### src/hw/rtl/lmkg_pkg.sv
// shared constants and types for the logistic map key generator
package lmkg_pkg;
    localparam int ROUNDS = 16;
    localparam int RND_W = 4;
    localparam int CNT_W = 4;
    localparam logic ACT_LOAD = 1'b0;
    localparam logic ACT_GEN = 1'b1;
    localparam logic [RND_W-1:0] LAST_RND = RND_W'(ROUNDS - 1);

    typedef struct packed {
        logic start;
        logic [127:0] x;
    } t_mul_req;

    typedef struct packed {
        logic done;
        logic [255:0] prod;
    } t_mul_rsp;
endpackage

### src/hw/rtl/lmkg_mul.sv
// shared 32x32 limb multiplier computing 4*x*(2^128-x) mod 2^256 over sixteen passes
module lmkg_mul (
    input  logic              i_clk,
    input  logic              i_rst_n,
    input  lmkg_pkg::t_mul_req i_req,
    output lmkg_pkg::t_mul_rsp o_rsp
);
    logic [127:0] r_a, r_b;
    logic [255:0] r_r, n_r;
    logic [1:0]   r_i, r_j;
    logic [31:0]  r_c;
    logic         r_busy, r_done;
    logic [31:0]  w_ai, w_bj, w_ri;
    logic [2:0]   w_idx;
    logic [63:0]  w_pp;
    logic [63:0]  w_t;

    assign w_ai  = r_a[{r_i, 5'd0} +: 32];
    assign w_bj  = r_b[{r_j, 5'd0} +: 32];
    assign w_idx = {1'b0, r_i} + {1'b0, r_j};
    assign w_ri  = r_r[{w_idx, 5'd0} +: 32];
    assign w_pp  = w_ai * w_bj;
    // limb product plus column and carry always fits in 64 bits
    assign w_t   = w_pp + {32'd0, w_ri} + {32'd0, r_c};

    always_comb begin
        n_r = r_r;
        n_r[{w_idx, 5'd0} +: 32] = w_t[31:0];
        // end of a row: carry out lands in the still untouched column i+4
        if (r_j == 2'd3) n_r[{1'b1, r_i, 5'd0} +: 32] = w_t[63:32];
    end

    always_ff @(posedge i_clk) begin
        if (!i_rst_n) begin
            r_busy <= 1'b0;
            r_done <= 1'b0;
            r_i <= '0;
            r_j <= '0;
            r_c <= '0;
        end else begin
            r_done <= 1'b0;
            if (i_req.start) begin
                r_a <= i_req.x;
                r_b <= 128'd0 - i_req.x;
                r_r <= '0;
                r_i <= '0;
                r_j <= '0;
                r_c <= '0;
                r_busy <= 1'b1;
            end else if (r_busy) begin
                r_r <= n_r;
                r_j <= r_j + 2'd1;
                if (r_j == 2'd3) begin
                    r_c <= '0;
                    r_i <= r_i + 2'd1;
                    if (r_i == 2'd3) begin
                        r_busy <= 1'b0;
                        r_done <= 1'b1;
                    end
                end else begin
                    r_c <= w_t[63:32];
                end
            end
        end
    end

    assign o_rsp = {r_done, r_r[253:0], 2'b00};

    a_start_idle: assert property (@(posedge i_clk) disable iff (!i_rst_n)
        i_req.start |-> !r_busy)
        else $error("start while busy");
    a_done_pulse: assert property (@(posedge i_clk) disable iff (!i_rst_n)
        r_done |=> !r_done)
        else $error("done longer than one cycle");
    a_row_carry: assert property (@(posedge i_clk) disable iff (!i_rst_n)
        r_busy && r_j == 2'd0 |-> r_c == 32'd0)
        else $error("carry left at row start");
endmodule

### src/hw/rtl/logistic_map_key_generator.sv
// top level: logistic map key generator with a sequencer around the shared multiplier
// generate: each map step is start, sixteen 32x32 limb passes, completion and
//   write-back, over sixteen rounds of (count+1) steps until the key is valid in the
//   output register
// throughput: one item at a time; a waiting key only holds back the next key write-back
// reset: synchronous active low; state cleared to zero, round counts set to all ones
module logistic_map_key_generator (
    input  logic         i_clk,
    input  logic         i_rst_n,
    input  logic         s_axis_tvalid,
    output logic         s_axis_tready,
    input  logic [71:0]  s_axis_tdata,  // seed_part[1:0], seed_value[65:2], zero fill
    input  logic         s_axis_tuser,  // action
    output logic         m_axis_tvalid,
    input  logic         m_axis_tready,
    output logic [127:0] m_axis_tdata,  // key_high[63:0], key_low[127:64]
    input  logic         i_cfg_we,
    input  logic [63:0]  i_cfg_wdata
);
    typedef enum logic [1:0] {S_IDLE, S_START, S_WAIT, S_WRITE} t_state;

    t_state r_state;
    logic [63:0]  r_counts;
    logic [255:0] r_st;
    logic [lmkg_pkg::RND_W-1:0] r_rnd;
    logic [lmkg_pkg::CNT_W-1:0] r_k;
    lmkg_pkg::t_mul_req w_req;
    lmkg_pkg::t_mul_rsp w_rsp;
    logic r_done_d;
    logic [lmkg_pkg::CNT_W-1:0] w_n;
    logic w_acc;
    logic w_last;
    logic w_emit;

    assign w_acc = s_axis_tvalid && s_axis_tready;
    assign s_axis_tready = (r_state == S_IDLE);
    assign w_n = r_counts[{r_rnd, 2'b00} +: lmkg_pkg::CNT_W];
    assign w_req.start = (r_state == S_START);
    assign w_req.x = r_st[255:128];
    assign w_last = (r_state == S_WRITE) && (r_k == w_n) && (r_rnd == lmkg_pkg::LAST_RND);
    // key write-back waits only while the previous key is still held
    assign w_emit = w_last && (!m_axis_tvalid || m_axis_tready);

    lmkg_mul u_mul (.i_clk(i_clk), .i_rst_n(i_rst_n), .i_req(w_req), .o_rsp(w_rsp));

    always_ff @(posedge i_clk) begin
        if (!i_rst_n) begin
            r_state <= S_IDLE;
            r_counts <= '1;
            r_st <= '0;
            m_axis_tvalid <= 1'b0;
            r_done_d <= 1'b0;
            r_rnd <= '0;
            r_k <= '0;
        end else begin
            if (i_cfg_we) r_counts <= i_cfg_wdata;
            if (w_emit) m_axis_tvalid <= 1'b1;
            else if (m_axis_tready) m_axis_tvalid <= 1'b0;
            r_done_d <= w_rsp.done;
            case (r_state)
                S_IDLE: begin
                    if (w_acc) begin
                        if (s_axis_tuser == lmkg_pkg::ACT_LOAD) begin
                            case (s_axis_tdata[1:0])
                                2'd0:    r_st[255:192] <= s_axis_tdata[65:2];
                                2'd1:    r_st[191:128] <= s_axis_tdata[65:2];
                                2'd2:    r_st[127:64] <= s_axis_tdata[65:2];
                                default: r_st[63:0] <= s_axis_tdata[65:2];
                            endcase
                        end else begin
                            r_rnd <= '0;
                            r_k <= '0;
                            r_state <= S_START;
                        end
                    end
                end
                S_START: r_state <= S_WAIT;
                S_WAIT: if (r_done_d) begin
                    r_st <= w_rsp.prod;
                    r_state <= S_WRITE;
                end
                S_WRITE: begin
                    if (r_k == w_n) begin
                        if (r_rnd == lmkg_pkg::LAST_RND) begin
                            if (w_emit) begin
                                r_k <= '0;
                                m_axis_tdata <= {r_st[191:128] ^ r_st[63:0],
                                                 r_st[255:192] ^ r_st[127:64]};
                                r_state <= S_IDLE;
                            end
                        end else begin
                            r_k <= '0;
                            r_rnd <= r_rnd + 1'b1;
                            r_state <= S_START;
                        end
                    end else begin
                        r_k <= r_k + 1'b1;
                        r_state <= S_START;
                    end
                end
                default: r_state <= S_IDLE;
            endcase
        end
    end

    a_ready_idle: assert property (@(posedge i_clk) disable iff (!i_rst_n)
        s_axis_tready |-> r_state == S_IDLE)
        else $error("ready outside idle");
    a_no_accept_busy: assert property (@(posedge i_clk) disable iff (!i_rst_n)
        r_state == S_WAIT |-> !s_axis_tready)
        else $error("accept during map step");
    a_key_once: assert property (@(posedge i_clk) disable iff (!i_rst_n)
        $rose(m_axis_tvalid) |-> $past(r_state) == S_WRITE)
        else $error("key without generate");
    a_key_held: assert property (@(posedge i_clk) disable iff (!i_rst_n)
        m_axis_tvalid && !m_axis_tready |=> m_axis_tvalid && $stable(m_axis_tdata))
        else $error("key changed while stalled");
endmodule

### config.mk
export PLATFORM = sky130hd
export DESIGN_NAME = logistic_map_key_generator
export DESIGN_NICKNAME = d
export VERILOG_FILES = /design/src/hw/rtl/lmkg_pkg.sv /design/src/hw/rtl/lmkg_mul.sv /design/src/hw/rtl/logistic_map_key_generator.sv
export SDC_FILE = /design/constraint.sdc
export NUM_CORES = 2
export LEC_CHECK = 0
export BUFFER_PORTS_ARGS = -buffer_cell sky130_fd_sc_hd__buf_4
export CORE_UTILIZATION = 47
export CTS_CLUSTER_SIZE = 16
export DETAILED_ROUTE_END_ITERATION = 7
export SLEW_MARGIN = 30
export SYNTH_ARGS = -nofsm -noshare
export SYNTH_HDL_FRONTEND = slang
export SYNTH_HIERARCHICAL = 1
export SYNTH_SLANG_ARGS = --single-unit
export TNS_END_PERCENT = 5
### constraint.sdc
create_clock -name i_clk -period 20.8 [get_ports i_clk]
set_clock_uncertainty 0.05 [all_clocks]
set_input_delay 6.24 -clock i_clk [delete_from_list [all_inputs] [get_ports i_clk]]
set_output_delay 6.24 -clock i_clk [all_outputs]
set_load 0.005 [all_outputs]
==> results.md <==
- Post-CTS setup buffer count: 0
- Most used cell, CP: fa_1
- # fillers: 16200
- Least-Margin Pin Slew: 1.14 ns
- Largest area contributor in the netlist: fa_1
- Placed Cells: 10576
- M2 GR Usage: 54.6%
- Post-synth cell types: 86
- Largest net degree at the start of global routing: 134
- Post-synth EDFFs: 639
- Worst hold path class: reg2reg
- Met3 Track Usage GR: 12.2%
- Via count of the first global-routing pass: 65830
- Synthesis Warnings: 6
- Final wirelength: 330000 um
- Violated checks: design-rule violations
- Cell with the most instances after synthesis: inv_1
- Predominant post-synthesis flop cell: edfxtp_1
- Peak Freq: 82.9 MHz
- Reg2reg setup slack: 8.73 ns
- Worst hold start: u_mul/r_done$_SDFF_PP0_
- WL per Instance: 30.6 um
- Top cells by count, synth: 1089 x inv_1, 1014 x nand2_1, 960 x fa_1
- WHS Path Cells: 1
- Slowest cell on crit path: o31ai_1
- Outcome: finished, violations left
- Data required time of the worst path: 21.18 ns
- M1 GR Usage: 45.0%
- Via density: 6.10
- Crit path time final: 12.07 ns
- Starting DRT DRC Count: 7959
- CTS tree: yes
- DRC Markers: 2
- Reg2reg path depth: 28
- Yosys reg bits: 1009
- Seq/Total Area, Yosys: 32.0%
- CTS clk-pin slew, worst paths: 0.07 ns
- Mapped Cells: 8501
- PostCTS Resize Cnt: 0
- Die height: 423 um
- Nature of the critical path endpoint: flop
- Worst flop-to-flop path startpoint: u_mul/r_i[0]$_SDFFE_PP0P_
- CP Launch Type: flop
- Fraction of registers with async set/reset: 0%
- MaxCap Viol Count: 0
- Initial DRT Pass Iterations: 8
- Skew-Pair Late Insertion Delay: 0.75 ns
- CTS sink count: 1009
- Starting Density: 47.3%
- Max clock buf depth: 3
- Initial antenna violation count: 26
- Syn Std Cell Area: 0.0832 mm^2
- Non-Filler Instances: 10779
- Worst Setup SP: u_mul/r_i[0]$_SDFFE_PP0P_
- Most Crowded Layer GR: met2
- Area added between synthesis and finish: 8.74%
- First-pass GRT wire length: 468000 um
- RR Endpoint: u_mul/r_r[190]$_SDFFCE_PP0P_
- Crit path to: u_mul/r_r[190]$_SDFFCE_PP0P_
- Layout cell share with drive strength beyond 1: 11.2%
- GRT overflow: 0
- Gr usage total: 36.8%
- Period utilization: 58.0%
- CP Max Fanout: 38
- CORE AREA: 0.176 mm^2
- PortBufs: 265
- Final Hold Viols: 0
- Die area: 0.179 mm^2
- # setup viols final: 0
- Max Transition Viols Final: 0
- Syn Area/Cell: 9.79 um^2
- Hpwl dp: 247000 um
- Area contributors post-synth: fa_1 23%, edfxtp_1 23%, dfxtp_1 8.9%, inv_1 4.9%, nand2_1 4.6%
- Nets: 9739
- Critical path class: reg2reg
- Synth top area share: 23.1%
- Post-route setup TNS: 0 ns
- # rows: 154
- Placer Congestion: 1.01
- Total CTS buffers: 101
- Relative slew slack: 23.7%
- CTS H-tree lvls: 3
- Setup repair after global routing missed its margin: no
- Vias: 65730
- Slowest cell delay on critical path: 0.88 ns
- Arr. time, crit path: 12.45 ns
- Hold Buf Count CTS: 0
- Die W: 423 um
- IO Count: 272
- Clock root buffer: clkbuf_16
- Detail Route Antenna Nets: 0
[registers in the layout (all words and copies together), names as in the netlist]
register / cells
m_axis_tdata: 128
u_mul/r_i: 2
r_counts: 64
u_mul/r_busy: 1
u_mul/r_b: 127
u_mul/r_done: 1
r_st: 256
u_mul/r_a: 128
u_mul/r_r: 256
u_mul/r_j: 2
r_k: 4
r_rnd: 4
u_mul/r_c: 32
r_state: 2
m_axis_tvalid: 1
r_done_d: 1
[layer usage]
metal / wire (um) / share of wire [%]
met5: 296 / 0.090
met3: 44000 / 13
met1: 117000 / 35
met2: 142000 / 43
met4: 26900 / 8.2
[worst min path at each step]
stage	endpoint	slack [ns]
finish	r_done_d$_SDFF_PN0_	0.39
global route	r_done_d$_SDFF_PN0_	0.44
CTS	r_done_d$_SDFF_PN0_	0.40
detailed placement	r_done_d$_SDFF_PN0_	0.37
global placement	r_done_d$_SDFF_PN0_	0.38
floorplan	u_mul/r_c[10]$_SDFFE_PP0P_	0.38
[area by class of cell]
type | instances | area, um^2 | share of cell area, %
flip-flops and latches | 1009 | 26600 | 29.4
clock inverters | 67 | 860 | 0.950
inverters | 1090 | 4100 | 4.53
repair buffers | 491 | 3710 | 4.11
well taps | 2340 | 2930 | 3.24
clock buffers | 124 | 2710 | 3.00
multi-input cells | 5646 | 49500 | 54.7
diodes | 12 | 30.0 | 0.0332
[cells in the final DEF (no fill, tap or decap), types with 128 or more instances in the layout]
cell,count
nand2_1,1007
xor2_1,176
nor2_1,895
buf_4,484
dfxtp_1,365
o21ai_0,137
a21oi_1,472
edfxtp_1,639
fa_1,959
inv_1,1088
mux2i_1,145
a211oi_1,260
o22ai_1,128
ha_1,295
[cell families (layout without fill, tap and decap cells)]
kind of cell	Yosys count	after routing	share of synthesized area, %
AOI/OAI and AO/OA	1374	1374	10.3
xor gates and xnor gates	318	318	3.36
buffers and inverters	1847	1772	9.54
adders and majority gates	1258	1258	27.6
DFF	1009	1009	32.0
muxes	292	292	5.01
and+or+nand+nor	2402	2402	12.2
other	1	14	0.00451
[worst max-delay path: cells and delay by family, from the launching register on]
| kind | cells | cell delay [ns] |
|---|---|---|
| multiplexers | 1 | 0.45 |
| buffers and inverters | 6 | 1.08 |
| flip-flops | 1 | 0.73 |
| AND/OR/NAND/NOR | 7 | 2.69 |
| adder cells (fa/ha/maj) | 9 | 4.56 |
| AO/OA/AOI/OAI | 5 | 2.11 |
[stage by stage]
stage                     area (um^2)  utilization, %  setup WS [ns]  hold slack, ns
final                           90500            51.4           8.73           0.393
after global routing            90500            51.4           8.57           0.436
after CTS                       90300            51.3           9.01           0.398
after detailed placement        86700            49.3           9.11           0.373
after global placement          86500            49.2           8.78           0.379
after floorplan                 83200               -           8.04           0.375
Power is left out: the tool's default activity adds up to more than one toggle a clock period on the data nets, which glitch-free logic cannot reach.
